===== src/frpe_pkg.sv =====
// Package for the reduced-precision float round trip block.
// Holds payload structs, register addresses and format constants; no dependencies.
package frpe_pkg;

    localparam int unsigned EXP_BIAS = 127;
    localparam logic [22:0] FRAC_MASK = 23'h7FFFFF;

    localparam logic [0:0] REG_EXP_WIDTH = 1'b0;
    localparam logic [0:0] REG_MAN_WIDTH = 1'b1;

    typedef struct packed {
        logic [31:0] value_bits;
        logic        last_in;
    } in_item_t;

    typedef struct packed {
        logic [31:0] result_bits;
        logic        last_out;
    } out_item_t;

    typedef struct packed {
        logic [3:0] exponent_width;
        logic [4:0] mantissa_width;
    } cfg_t;

endpackage


===== src/frpe_in_if.sv =====
// Valid/ready channel interfaces for input and result items.
// Depends on frpe_pkg.
interface frpe_in_if;
    logic               valid;
    logic               ready;
    frpe_pkg::in_item_t payload;
    modport source (output valid, output payload, input ready);
    modport sink (input valid, input payload, output ready);
endinterface

interface frpe_out_if;
    logic                valid;
    logic                ready;
    frpe_pkg::out_item_t payload;
    modport source (output valid, output payload, input ready);
    modport sink (input valid, input payload, output ready);
endinterface


===== src/frpe_cfg.sv =====
// APB-style register file holding the exponent and mantissa widths.
// Depends on frpe_pkg.
module frpe_cfg (
    input  logic         clk,
    input  logic         rst_n,
    input  logic         psel,
    input  logic         penable,
    input  logic         pwrite,
    input  logic [2:0]   paddr,
    input  logic [31:0]  pwdata,
    output logic [31:0]  prdata,
    output logic         pready,
    output frpe_pkg::cfg_t cfg
);
    logic [3:0] exp_w_reg;
    logic [4:0] man_w_reg;
    logic       wr;

    assign pready = 1'b1;
    assign wr = psel && penable && pwrite;

    always_ff @(posedge clk or negedge rst_n)
    begin
        if (!rst_n)
        begin
            exp_w_reg <= 4'd8;
            man_w_reg <= 5'd23;
        end
        else if (wr && paddr[1:0] == 2'b00)
        begin
            case (paddr[2])
                frpe_pkg::REG_EXP_WIDTH: exp_w_reg <= pwdata[3:0];
                frpe_pkg::REG_MAN_WIDTH: man_w_reg <= pwdata[4:0];
                default: ;
            endcase
        end
    end

    always_comb
    begin
        prdata = 32'd0;
        if (paddr[1:0] == 2'b00)
        begin
            case (paddr[2])
                frpe_pkg::REG_EXP_WIDTH: prdata = {28'd0, exp_w_reg};
                frpe_pkg::REG_MAN_WIDTH: prdata = {27'd0, man_w_reg};
                default: prdata = 32'd0;
            endcase
        end
    end

    assign cfg.exponent_width = exp_w_reg;
    assign cfg.mantissa_width = man_w_reg;
endmodule


===== src/frpe_conv.sv =====
// Combinational narrow-format squeeze and expand of one single-precision word.
// Depends on frpe_pkg.
module frpe_conv (
    input  frpe_pkg::cfg_t    cfg,
    input  logic [31:0]       value_bits,
    output logic [31:0]       result_bits
);
    logic [3:0]  ew;
    logic [4:0]  mw;
    logic [7:0]  lim;
    logic [7:0]  bexp;
    logic [8:0]  lo_sum;
    logic [8:0]  hi_lim;
    logic [22:0] keep_mask;

    always_comb
    begin
        ew = cfg.exponent_width;
        if (ew < 4'd2) ew = 4'd2;
        if (ew > 4'd8) ew = 4'd8;
        mw = (cfg.mantissa_width > 5'd23) ? 5'd23 : cfg.mantissa_width;
        lim = 8'((9'd1 << (ew - 4'd1)) - 9'd1);
        bexp = value_bits[30:23];
        lo_sum = {1'b0, bexp} + {1'b0, lim};
        hi_lim = 9'(frpe_pkg::EXP_BIAS) + {1'b0, lim};
        keep_mask = frpe_pkg::FRAC_MASK & ~23'((24'd1 << (5'd23 - mw)) - 24'd1);
        if (lo_sum < 9'(frpe_pkg::EXP_BIAS))
            result_bits = 32'd0;
        else if ({1'b0, bexp} > hi_lim)
            result_bits = {value_bits[31], hi_lim[7:0], keep_mask};
        else
            result_bits = {value_bits[31], bexp, value_bits[22:0] & keep_mask};
    end
endmodule


===== src/float32_reduced_precision_emulate.sv =====
// Reduced-precision float round trip: each single-precision item is squeezed into a
// narrow float (sign, exponent of exponent_width bits, mantissa_width
// fraction bits, truncated) and expanded again. Underflow gives +0.0; overflow, Inf and
// NaN saturate to the largest magnitude. One item per cycle unless the result side stalls.
// The path is an input register, one pass of conversion logic, and a result register
// with a skid stage so input is taken while a result waits. Registers: 0x0 exponent_width,
// 0x4 mantissa_width. Depends on frpe_pkg, frpe_in_if, frpe_cfg, frpe_conv.
module float32_reduced_precision_emulate (
    input  logic        clk,
    input  logic        rst_n,
    input  logic        psel,
    input  logic        penable,
    input  logic        pwrite,
    input  logic [2:0]  paddr,
    input  logic [31:0] pwdata,
    output logic [31:0] prdata,
    output logic        pready,
    frpe_in_if.sink     in_ch,
    frpe_out_if.source  out_ch
);
    frpe_pkg::cfg_t      cfg;
    frpe_pkg::in_item_t  s1_reg;
    logic                s1_vld_reg;
    frpe_pkg::out_item_t out_reg, skid_reg, conv_item;
    logic                out_vld_reg, skid_vld_reg;
    logic                s1_adv;

    frpe_cfg u_cfg (
        .clk(clk), .rst_n(rst_n), .psel(psel), .penable(penable), .pwrite(pwrite),
        .paddr(paddr), .pwdata(pwdata), .prdata(prdata), .pready(pready), .cfg(cfg)
    );

    frpe_conv u_conv (
        .cfg(cfg),
        .value_bits(s1_reg.value_bits),
        .result_bits(conv_item.result_bits)
    );
    assign conv_item.last_out = s1_reg.last_in;

    // stage 1 drains when the skid slot is free
    assign s1_adv = !skid_vld_reg;
    assign in_ch.ready = !s1_vld_reg || s1_adv;
    assign out_ch.valid = out_vld_reg;
    assign out_ch.payload = out_reg;

    always_ff @(posedge clk or negedge rst_n)
    begin
        if (!rst_n)
        begin
            s1_vld_reg <= 1'b0;
            out_vld_reg <= 1'b0;
            skid_vld_reg <= 1'b0;
        end
        else
        begin
            if (in_ch.ready)
                s1_vld_reg <= in_ch.valid;
            if (!out_vld_reg || out_ch.ready)
            begin
                if (skid_vld_reg)
                begin
                    out_vld_reg <= 1'b1;
                    skid_vld_reg <= 1'b0;
                end
                else
                    out_vld_reg <= s1_vld_reg;
            end
            else if (s1_vld_reg && s1_adv)
                skid_vld_reg <= 1'b1;
        end
    end

    always_ff @(posedge clk)
    begin
        if (in_ch.ready && in_ch.valid)
            s1_reg <= in_ch.payload;
        if (!out_vld_reg || out_ch.ready)
            out_reg <= skid_vld_reg ? skid_reg : conv_item;
        else if (s1_vld_reg && s1_adv)
            skid_reg <= conv_item;
    end
endmodule


===== src/flat_wrapper.sv =====
// flat-port wrapper written by rule: the top's interface ports become plain ports
module float32_reduced_precision_emulate_flat 
  (clk, rst_n, psel, penable, pwrite, paddr, pwdata, prdata, pready, in_ch_valid, in_ch_payload, in_ch_ready, out_ch_valid, out_ch_payload, out_ch_ready);
  frpe_in_if in_ch_i ();
  frpe_out_if out_ch_i ();
  input  logic clk;
  input  logic rst_n;
  input  logic psel;
  input  logic penable;
  input  logic pwrite;
  input  logic [2:0] paddr;
  input  logic [31:0] pwdata;
  output logic [31:0] prdata;
  output logic pready;
  input wire logic [$bits(in_ch_i.valid)-1:0] in_ch_valid;
  input wire logic [$bits(in_ch_i.payload)-1:0] in_ch_payload;
  output wire logic [$bits(in_ch_i.ready)-1:0] in_ch_ready;
  output wire logic [$bits(out_ch_i.valid)-1:0] out_ch_valid;
  output wire logic [$bits(out_ch_i.payload)-1:0] out_ch_payload;
  input wire logic [$bits(out_ch_i.ready)-1:0] out_ch_ready;
  assign in_ch_i.valid = in_ch_valid;
  assign in_ch_i.payload = in_ch_payload;
  assign in_ch_ready = in_ch_i.ready;
  assign out_ch_valid = out_ch_i.valid;
  assign out_ch_payload = out_ch_i.payload;
  assign out_ch_i.ready = out_ch_ready;
  float32_reduced_precision_emulate u_core (.clk(clk), .rst_n(rst_n), .psel(psel), .penable(penable), .pwrite(pwrite), .paddr(paddr), .pwdata(pwdata), .prdata(prdata), .pready(pready), .in_ch(in_ch_i), .out_ch(out_ch_i));
endmodule

===== config.mk =====
export PLATFORM = sky130hd
export DESIGN_NAME = float32_reduced_precision_emulate_flat
export DESIGN_NICKNAME = d
export VERILOG_FILES = /design/src/frpe_pkg.sv /design/src/frpe_in_if.sv /design/src/frpe_cfg.sv /design/src/frpe_conv.sv /design/src/float32_reduced_precision_emulate.sv /design/src/flat_wrapper.sv
export SDC_FILE = /design/constraint.sdc
export NUM_CORES = 1
export LEC_CHECK = 0
export BUFFER_PORTS_ARGS = -buffer_cell sky130_fd_sc_hd__buf_2
export CORE_UTILIZATION = 55
export CTS_BUF_LIST = sky130_fd_sc_hd__clkbuf_4 sky130_fd_sc_hd__clkbuf_8 sky130_fd_sc_hd__clkbuf_16
export DETAILED_ROUTE_END_ITERATION = 12
export PLACE_DENSITY = 0.82
export SETUP_SLACK_MARGIN = 0.15
export SYNTH_ARGS = -nofsm -noshare
export SYNTH_HDL_FRONTEND = slang
export SYNTH_SLANG_ARGS = --single-unit

===== constraint.sdc =====
create_clock -name clk -period 8.4 [get_ports clk]
set_input_delay 0 -clock clk [delete_from_list [all_inputs] [get_ports clk]]
set_output_delay 0 -clock clk [all_outputs]
set_load 0.02 [all_outputs]

==> results of run 1 <==
-- final cells by class --
class / count / area [um^2] / area share, %
Timing Repair Buffer: 132 / 873 / 13.1
Clock inverter: 7 / 71.3 / 1.07
Tap cell: 133 / 166 / 2.50
Sequential cell: 111 / 3280 / 49.4
Clock buffer: 9 / 124 / 1.86
Inverter: 16 / 60.1 / 0.904
Multi-Input combinational cell: 321 / 2070 / 31.1
-- layer usage --
layer / track usage, % / vias to the layer above / routed length [um]
met3: 3.90 / 25 / 709
met2: 37.7 / 175 / 5500
met5: 0 / - / 0
met1: 28.9 / 1880 / 4770
met4: 10.7 / 0 / 239
li1: - / 1906 / -
-- synthesized netlist by cell type (2+ instances only) --
| cell | count |
|---|---|
| mux2i_1 | 12 |
| nand2_1 | 48 |
| o21a_1 | 2 |
| xnor2_1 | 2 |
| or2_2 | 2 |
| dfstp_2 | 5 |
| o31ai_2 | 10 |
| o21ai_1 | 2 |
| o41ai_1 | 4 |
| nor2_1 | 43 |
| or3_1 | 3 |
| nor2b_1 | 3 |
| o21ai_0 | 25 |
| and3_1 | 4 |
| edfxtp_1 | 99 |
| o21ai_2 | 2 |
| buf_1 | 2 |
| conb_1 | 2 |
| xor2_1 | 2 |
| nand2b_1 | 10 |
| a21o_1 | 2 |
| nor4_1 | 2 |
| a21oi_1 | 15 |
| a211oi_2 | 2 |
| mux2_2 | 10 |
| inv_1 | 15 |
| buf_6 | 5 |
| nor3_1 | 10 |
| o22ai_1 | 8 |
| and2_1 | 3 |
| nand3_1 | 2 |
| ha_1 | 19 |
| nand3b_1 | 2 |
| o221ai_1 | 5 |
| buf_4 | 28 |
| clkbuf_1 | 18 |
| dfrtp_1 | 7 |
| o31ai_1 | 18 |
-- cell families after synthesis --
kind of cell	synth area share, %
simple gates	11.5
flops	58.2
compound gates	13.4
buf+inv	7.48
mux	4.13
fa+ha+maj	4.57
xor+xnor	0.622
other cells	0.133
-- critical path, stage by stage (launching register included) --
cell and delay (ps):
dfrtp_1 460, or2_2 350, a21oi_1 190, inv_1 90, ha_1 250, nor4b_1 290
a21oi_1 60, o21ai_0 380, ha_1 340, and3_1 190, o2bb2ai_1 150, o22ai_1 200
o21ai_2 120, a31oi_4 140, buf_4 570, o41ai_1 180
-- worst paths after layout --
| check | startpoint | end | slack (ps) | cells after the start |
|---|---|---|---|---|
| max | u_core.u_cfg.exp_w_reg[2]$_DFFE_PN0P_ | u_core.out_ch.payload[6]$_DFFE_PN_ | 4120 | 15 |
| min | rst_n | u_core.u_cfg.man_w_reg[3]$_DFFE_PN0P_ | 30 | 2 |
| max reg2reg | u_core.u_cfg.exp_w_reg[2]$_DFFE_PN0P_ | u_core.out_ch.payload[6]$_DFFE_PN_ | 4120 | 15 |
| min reg2reg | u_core.conv_item[0]$_DFFE_PP_ | u_core.skid_reg[0]$_DFFE_PP_ | 460 | 0 |
| max in group asynchronous | rst_n | u_core.u_cfg.exp_w_reg[3]$_DFFE_PN1P_ | 8080 | 2 |
| min in group clk | pwrite | u_core.u_cfg.exp_w_reg[1]$_DFFE_PN0P_ | 130 | 3 |
-- where the power goes --
group	internal (mW)	leakage, nW	total (mW)	switching [mW]
clock	0.138	0.0933	0.318	0.180
combinational	0.163	1.48	0.455	0.292
sequential	0.692	1.11	0.737	0.0454
total	0.993	2.68	1.51	0.517
-- per-stage QoR --
stage	hold slack (ps)	area (um^2)	cells	util (%)
floorplan	-296	5750	503	-
global placement	-100	6050	673	61.3
detailed placement	-93.2	6050	673	61.3
CTS	20.5	6640	729	67.4
global route	42.2	6640	729	67.4
finish	30.8	6640	729	67.4
-- cell usage in the layout, fill, tap and decap left out, types with 3 or more instances in the layout --
cell type,count
inv_1,15
nand2b_1,9
o31ai_1,18
edfxtp_1,99
mux2i_1,12
o41ai_1,4
and3_1,4
and2_1,3
o22ai_1,8
clkbuf_8,9
ha_1,19
o21ai_0,25
o221ai_1,5
or3_1,3
nor3_1,10
o31ai_2,10
nand2_1,48
a21oi_1,15
dlygate4sd3_1,40
buf_4,5
mux2_2,10
buf_2,87
nor2b_1,3
nor2_1,43
conb_1,33
dfstp_2,5
dfrtp_1,6
==> results.yml, run 1 <==
outcome:
  outcome: "finished clean"
die:
  dieHeight_um: 103
  io_pins: 143
  core_area_um2: 9860
  num_rows: 36
  die_area_um2: 10700
  start_util_pct: 57.2
  die_w_um: 103
final_layout:
  fin_nets: 686
  syn_to_final_growth_pct: 17.8
  fillers: 720
  n_antenna_cell: 0
  drive_gt1_share_pct: 24.0
clock_network:
  post_cts_resized: 0
  postCtsSetupRepairBufs: 0
  cts_tree: "yes"
  cts.clk_slew.worst_paths_ps: 100
  cts_buffers: 9
  clk_latency_ps: 380
  cts_buffer_depth: 2
  root_buffer: "clkbuf_8"
  hold_buffers: 40
  clkSinkCount: 111
  cts-htree-levels: 3
synthesis:
  synth-edff-count: 99
  synth_cells: 472
  syn_area_um2: 5640
  ys_async_sr_fraction_pct: 10.8
  syn_avg_cell_area_um2: 11.9
  synthTopCellsByArea: "edfxtp_1 (53%), ha_1 (4.2%), buf_4 (3.7%)"
  ys.flop_type: "edfxtp_1"
  synth_cell_type_count: 57
  yosysWarnings: 0
  synth_top_area_share_pct: 52.7
  synth_top_area_cell: "edfxtp_1"
  ys_seq_area_share_pct: 58.2
  synth-seq-cells: 111
drt:
  dr_total_vias: 3986
  firstDrtPassIters: 5
  dr.first_iter.drc_count: 303
  ant_nets: 0
  via_per_inst: 5.47
  route.detailed.drc: 0
  drt-total-wl_um: 11200
  avgRoutedWirePerCell_um: 15.4
timing:
  relSlewSlack_pct: 23.0
  finClkSkew_ps: 11.5
  worstMarginPinSlew_ps: 1150
  slew_viol_final: 0
  min_period_over_period_pct: 50.9
  timing.final.hold_violations: 0
  fin_ws_ps: 4120
  fin_crit_ps: 4280
  finalSetupViolations: 0
  rsz0062_at_grt: "false"
  fin_setup_tns_ps: 0
  fmax_mhz: 234
critical_path:
  setup.worst_path.start_class: "flop"
  path_max_fanout: 64
  required_ps: 8500
  cp_data_arrival_time_ps: 4380
  setup.worst_path.class: "flop to flop"
  cp-end-kind: "flop"
power:
  power.leakage_nw: 2.68
  p_per_area_nw_per_um2: 227
  ir_drop_mv: 0.136
  p_total_mw: 1.51
job:
  maxCapViolCount: 0
place:
  pre_cts_slack_ps: 4210
  portBuffers: 87
  dp_hpwl_um: 7460
  gp_congestion: 0.900
grt:
  first_global_vias: 3848
  grt_overflow: 0
  grt_first_pass_wirelength_um: 18000
  antenna_found_initial: 0
  grt_max_degree: 68
  grt_usage_pct: 22.6
min_path:
  min_path_type: "input pin to asynchronous set/reset pin"
(Power assumes the default switching activity.)
==> inputs of run 2 (changes only) <==
--- a/config.mk
+++ b/config.mk
@@ -6,10 +6,10 @@
 export NUM_CORES = 1
 export LEC_CHECK = 0
 export BUFFER_PORTS_ARGS = -buffer_cell sky130_fd_sc_hd__buf_2
-export CORE_UTILIZATION = 55
+export CORE_UTILIZATION = 53
 export CTS_BUF_LIST = sky130_fd_sc_hd__clkbuf_4 sky130_fd_sc_hd__clkbuf_8 sky130_fd_sc_hd__clkbuf_16
 export DETAILED_ROUTE_END_ITERATION = 12
-export PLACE_DENSITY = 0.82
+export PLACE_DENSITY = 0.8
 export SETUP_SLACK_MARGIN = 0.15
 export SYNTH_ARGS = -nofsm -noshare
 export SYNTH_HDL_FRONTEND = slang
==> constraint.sdc (replaced) <==
create_clock -name clk -period 3.95 [get_ports clk]
set_input_delay 0 -clock clk [delete_from_list [all_inputs] [get_ports clk]]
set_output_delay 0 -clock clk [all_outputs]
set_load 0.02 [all_outputs]
==> run 2 against run 1 <==
Clock skew rose by 3.4 ps. Wire length rose by 10%. Via count rose by 3.5%. Global-route usage fell by 0.24 points. Register-to-register slack got worse by 3800 ps. Maximum frequency rose by 17%. Sequential power rose by 110%.
==> results.yml, run 2 (synthesis gave the netlist of run 1 again) <==
timing:
  finalSetupViolations: 0
  relSlewSlack_pct: 34.9
  fmax_mhz: 274
  fin_crit_ps: 3650
  worstMarginPinSlew_ps: 976
  min_period_over_period_pct: 92.5
  timing.final.hold_violations: 0
  fin_setup_tns_ps: 0
  rsz0062_at_grt: "false"
  slew_viol_final: 0
  finClkSkew_ps: 15.0
final_layout:
  syn_to_final_growth_pct: 23.9
  fillers: 725
  post-route-cell-area_um2: 6980
  mostFrequentLayoutCells: "edfxtp_1 (99), buf_2 (87), nand2_1 (48)"
  drive_gt1_share_pct: 29.5
  n_antenna_cell: 0
  stdcell_count: 756
  layout_commonest_cell: "edfxtp_1"
  fin_nets: 710
die:
  num_rows: 37
  io_pins: 143
  core_area_um2: 10300
  die_area_um2: 11100
  die_w_um: 105
  start_util_pct: 54.6
  dieHeight_um: 105
grt:
  grt_max_degree: 59
  use_met2_pct: 36.1
  top_usage_layer: "met2"
  grt_usage_pct: 22.3
  grt_overflow: 0
  grt_first_pass_wirelength_um: 18900
  grt_use_met3_pct: 3.49
  first_global_vias: 3905
  grt.met1_usage_pct: 29.8
  antenna_found_initial: 0
critical_path:
  cpMostUsedCell: "buf_4"
  required_ps: 4160
  critical_path.top_delay_family: "compound AO/OA/AOI/OAI gates"
  max_stage_delay_ps: 380
  path_max_fanout: 8
  cp.buffers_inverters: 4
  critPathSlowestCell: "dfstp_2"
  setup.worst_path.class: "flop to flop"
  setup.worst_path.start_class: "flop"
  cp_data_arrival_time_ps: 3870
  path_cells: "or2_2 > a21oi_2 > inv_2 > ha_4 > nor4b_2 > a21oi_1 > o21ai_2 > buf_4 > ha_1 > and3_1 > o2bb2ai_2 > nor2_1 > xnor2_2 > a31oi_4 > buf_12 > buf_4 > o41ai_2"
  cp-end-kind: "flop"
clock_network:
  clk_latency_ps: 390
  cts_buffers: 9
  cts_tree: "yes"
  root_buffer: "clkbuf_8"
  cts-htree-levels: 3
  clkSinkCount: 111
  cts.clk_slew.worst_paths_ps: 110
  cts_buffer_depth: 2
drt:
  drt-total-wl_um: 12400
  dr.first_iter.drc_count: 290
  route.detailed.drc: 0
  via_per_inst: 5.46
  avgRoutedWirePerCell_um: 16.4
  firstDrtPassIters: 6
  ant_nets: 0
  dr_total_vias: 4124
power:
  ir_drop_mv: 0.279
  p_total_mw: 3.40
  p_per_area_nw_per_um2: 487
  power.leakage_nw: 2.87
place:
  portBuffers: 87
  gp_congestion: 0.864
  placed_cell_area_um2: 6210
  dp_hpwl_um: 7850
  dp.cells: 689
outcome:
  outcome: "finished clean"
job:
  maxCapViolCount: 0
min_path:
  min_path_type: "input pin to asynchronous set/reset pin"
==> run 2: changes by cell type in the layout (fill, tap and decap cells not counted), sizes merged <==
cell,change
bufinv,-1
clkinvlp,-2
clkinv,+1
clkbuf,+4
buf,+22
==> run 2: repair_timing <==
action	CTS	global route
pin swaps	0	8
gates cloned	0	1
hold buffers	40	0
hold endpoints to repair	55	0
buffers inserted	0	10
gates resized for setup	1	18
endpoints found under the setup margin	24	62
==> run 2: worst register-to-register path: cells and delay by family (launching register included) <==
kind	cells	cell delay, ps
compound gates	6	970
buf+inv	4	570
fa+ha+maj	2	420
xor+xnor	1	170
simple gates	4	960
flops	1	380
==> run 2: cell type report <==
cell class                      count  area (um^2)  share of cell area, %
Timing Repair Buffer              156         1120                   16.0
Multi-Input combinational cell    321         2160                   31.0
Tap cell                          136          170                   2.44
Inverter                           16         60.1                  0.860
Sequential cell                   111         3280                   47.0
Clock inverter                      5         40.0                  0.573
Clock buffer                       11          151                   2.17
==> run 2: layer usage <==
metal | up-vias | routed length, um | part of all wire (%)
li1 | 1959 | - | -
met1 | 1930 | 5160 | 42
met2 | 214 | 6130 | 50
met3 | 21 | 803 | 6.5
met4 | 0 | 278 | 2.2
met5 | - | 0 | 0
==> run 2: final timing paths <==
check,slack (ps),cells past startpoint,endpoint,from
worst max register to register,300,17,u_core.out_ch.payload[8]$_DFFE_PN_,u_core.u_cfg.exp_w_reg[3]$_DFFE_PN1P_
max in group asynchronous,3610,2,u_core.u_cfg.man_w_reg[2]$_DFFE_PN1P_,rst_n
worst min register to register,470,0,u_core.skid_reg[0]$_DFFE_PP_,u_core.conv_item[0]$_DFFE_PP_
worst max-delay path,300,17,u_core.out_ch.payload[8]$_DFFE_PN_,u_core.u_cfg.exp_w_reg[3]$_DFFE_PN1P_
worst min-delay path,40,2,u_core.u_cfg.exp_w_reg[2]$_DFFE_PN0P_,rst_n
min in group clk,110,3,u_core.u_cfg.exp_w_reg[3]$_DFFE_PN1P_,pwrite
==> run 2: per-stage QoR <==
step | setup WS [ps] | hold slack [ps] | util [%]
6_report | 297 | 42.3 | 67.7
5_1_grt | 164 | 65.3 | 67.7
4_1_cts | 163 | 22.2 | 65.8
3_5_place_dp | 128 | -85.5 | 60.1
3_3_place_gp | 243 | -92.0 | 60.1
2_1_floorplan | 411 | -296 | -
==> run 2: report_power, final <==
part / total (mW) / internal [mW] / leakage [nW] / switching, mW
Sequential: 1.56 / 1.47 / 1.11 / 0.0866
Clock: 0.660 / 0.269 / 0.0999 / 0.392
Combinational: 1.19 / 0.481 / 1.66 / 0.704
Total: 3.40 / 2.22 / 2.87 / 1.18
==> inputs of run 3 (changes only) <==
--- a/config.mk
+++ b/config.mk
@@ -10,7 +10,7 @@
 export CTS_BUF_LIST = sky130_fd_sc_hd__clkbuf_4 sky130_fd_sc_hd__clkbuf_8 sky130_fd_sc_hd__clkbuf_16
 export DETAILED_ROUTE_END_ITERATION = 12
 export PLACE_DENSITY = 0.8
-export SETUP_SLACK_MARGIN = 0.15
+export SETUP_SLACK_MARGIN = 0.4
 export SYNTH_ARGS = -nofsm -noshare
 export SYNTH_HDL_FRONTEND = slang
 export SYNTH_SLANG_ARGS = --single-unit
==> run 3 against run 2 <==
Clock-buffer cell count stayed put. Non-clock buffer count stayed put. Via count is 0.17% higher. Highest routed layer unchanged. Maximum frequency is 4.7% higher. Cell count stayed put. Critical path type unchanged.
==> results.yml, run 3 (synthesis gave the netlist of run 1 again) <==
min_path:
  min_path_type: "input pin to asynchronous set/reset pin"
place:
  dp_hpwl_um: 7850
  portBuffers: 87
  gp_congestion: 0.864
timing:
  fin_crit_ps: 3490
  slew_viol_final: 0
  min_period_over_period_pct: 88.3
  timing.final.hold_violations: 0
  finClkSkew_ps: 15.1
  rsz0062_at_grt: "false"
  fmax_mhz: 287
  finalSetupViolations: 0
  relSlewSlack_pct: 36.0
  worstMarginPinSlew_ps: 960
  fin_setup_tns_ps: 0
power:
  ir_drop_mv: 0.276
  p_per_area_nw_per_um2: 489
  p_total_mw: 3.46
  power.leakage_nw: 2.89
drt:
  firstDrtPassIters: 5
  dr_total_vias: 4131
  avgRoutedWirePerCell_um: 16.4
  route.detailed.drc: 0
  ant_nets: 0
  drt-total-wl_um: 12400
  dr.first_iter.drc_count: 375
  via_per_inst: 5.46
final_layout:
  syn_to_final_growth_pct: 25.5
  fillers: 709
  layout_commonest_cell: "edfxtp_1"
  fin_nets: 710
  n_antenna_cell: 0
  drive_gt1_share_pct: 31.3
  mostFrequentLayoutCells: "edfxtp_1 (99), buf_2 (87), nand2_1 (48)"
  utilization_pct: 68.5
critical_path:
  cp-end-kind: "flop"
  setup.worst_path.start_class: "flop"
  cp.buffers_inverters: 4
  setup.worst_path.class: "flop to flop"
  cp_data_arrival_time_ps: 3600
  critical_path.top_delay_family: "compound AO/OA/AOI/OAI gates"
  critPathSlowestCell: "dfrtp_1"
  r2r_setup_slack_ps: 460
  path_cells: "or2_4 > a21oi_4 > inv_2 > ha_4 > nor4b_2 > a21oi_1 > o21ai_2 > inv_1 > ha_1 > nand3b_1 > a21oi_2 > nor4_4 > a211oi_4 > buf_4 > buf_4 > mux2i_1 > o31ai_1"
  cpMostUsedCell: "buf_4"
  required_ps: 4060
  path_max_fanout: 4
  max_stage_delay_ps: 400
die:
  core_area_um2: 10300
  die_area_um2: 11100
  die_w_um: 105
  start_util_pct: 54.6
  io_pins: 143
  num_rows: 37
  dieHeight_um: 105
grt:
  grt_usage_pct: 23.2
  grt_overflow: 0
  antenna_found_initial: 0
  first_global_vias: 4034
  grt_max_degree: 59
  grt_first_pass_wirelength_um: 19700
clock_network:
  root_buffer: "clkbuf_8"
  clk_latency_ps: 390
  cts-htree-levels: 3
  clkSinkCount: 111
  cts.clk_slew.worst_paths_ps: 110
  cts_buffer_depth: 2
  cts_buffers: 9
  cts_tree: "yes"
job:
  maxCapViolCount: 0
outcome:
  outcome: "finished clean"
[run 3: cell count changes in the layout (fill, tap and decap cells not counted), sizes merged]
cell / delta
buf: +2
clkbuf: -2
[run 3: metrics by stage]
step	setup slack, ps	instances	hold WS, ps	instance area, um^2
after global placement	243	689	-92.0	6210
after floorplan	411	503	-296	5760
after CTS	405	755	22.2	6960
final	462	756	45.5	7080
after global routing	305	756	65.2	7080
after detailed placement	128	689	-85.5	6210
[run 3: path summary, 6_finish.rpt]
kind                                                          to                             startpoint  cells after the start
setup / recovery             u_core.out_ch.payload[26]$_DFFE_PN_  u_core.u_cfg.exp_w_reg[2]$_DFFE_PN0P_                     17
hold / removal             u_core.u_cfg.exp_w_reg[2]$_DFFE_PN0P_                                  rst_n                      2
setup reg to reg             u_core.out_ch.payload[26]$_DFFE_PN_  u_core.u_cfg.exp_w_reg[2]$_DFFE_PN0P_                     17
hold reg to reg                     u_core.skid_reg[0]$_DFFE_PP_          u_core.conv_item[0]$_DFFE_PP_                      0
max in group asynchronous  u_core.u_cfg.exp_w_reg[3]$_DFFE_PN1P_                                  rst_n                      2
min in group clk           u_core.u_cfg.exp_w_reg[3]$_DFFE_PN1P_                                 pwrite                      3
[run 3: power breakdown]
group / leakage, nW / internal [mW] / switching, mW
clock: 0.0999 / 0.269 / 0.393
sequential: 1.11 / 1.47 / 0.0878
combinational: 1.68 / 0.503 / 0.735
total: 2.89 / 2.24 / 1.22
[run 3: layout make-up]
class	instances	area (um^2)	share of cell area (%)
clock buffers	11	151	2.14
clock inverters	5	40.0	0.566
inverters	16	60.1	0.849
multi-input cells	321	2260	32.0
flip-flops and latches	111	3280	46.4
well taps	136	170	2.40
repair buffers	156	1110	15.7
[run 3: timing repair]
action                                 CTS  global route
setup endpoints to repair               64            64
setup buffers                           10             1
hold buffers                            40             0
gates resized for setup                 18            19
endpoints found under the hold margin   55             0
pin swaps                                7             7
[run 3: worst reg2reg max path, stage by stage, from the launching register on]
cell and delay, ps:
dfrtp_1 400, or2_4 250, a21oi_4 140, inv_2 70
ha_4 180, nor4b_2 240, a21oi_1 80, o21ai_2 150
inv_1 60, ha_1 290, nand3b_1 150, a21oi_2 210
nor4_4 80, a211oi_4 250, buf_4 180, buf_4 120
mux2i_1 270, o31ai_1 110
[run 3: layer usage]
layer | up-vias | GRT usage (%) | wire (um)
met1 | 1963 | 30.2 | 5360
met2 | 182 | 38.3 | 6110
met3 | 25 | 3.62 | 647
met5 | - | 0 | 0
met4 | 0 | 10.7 | 315
li1 | 1961 | - | -
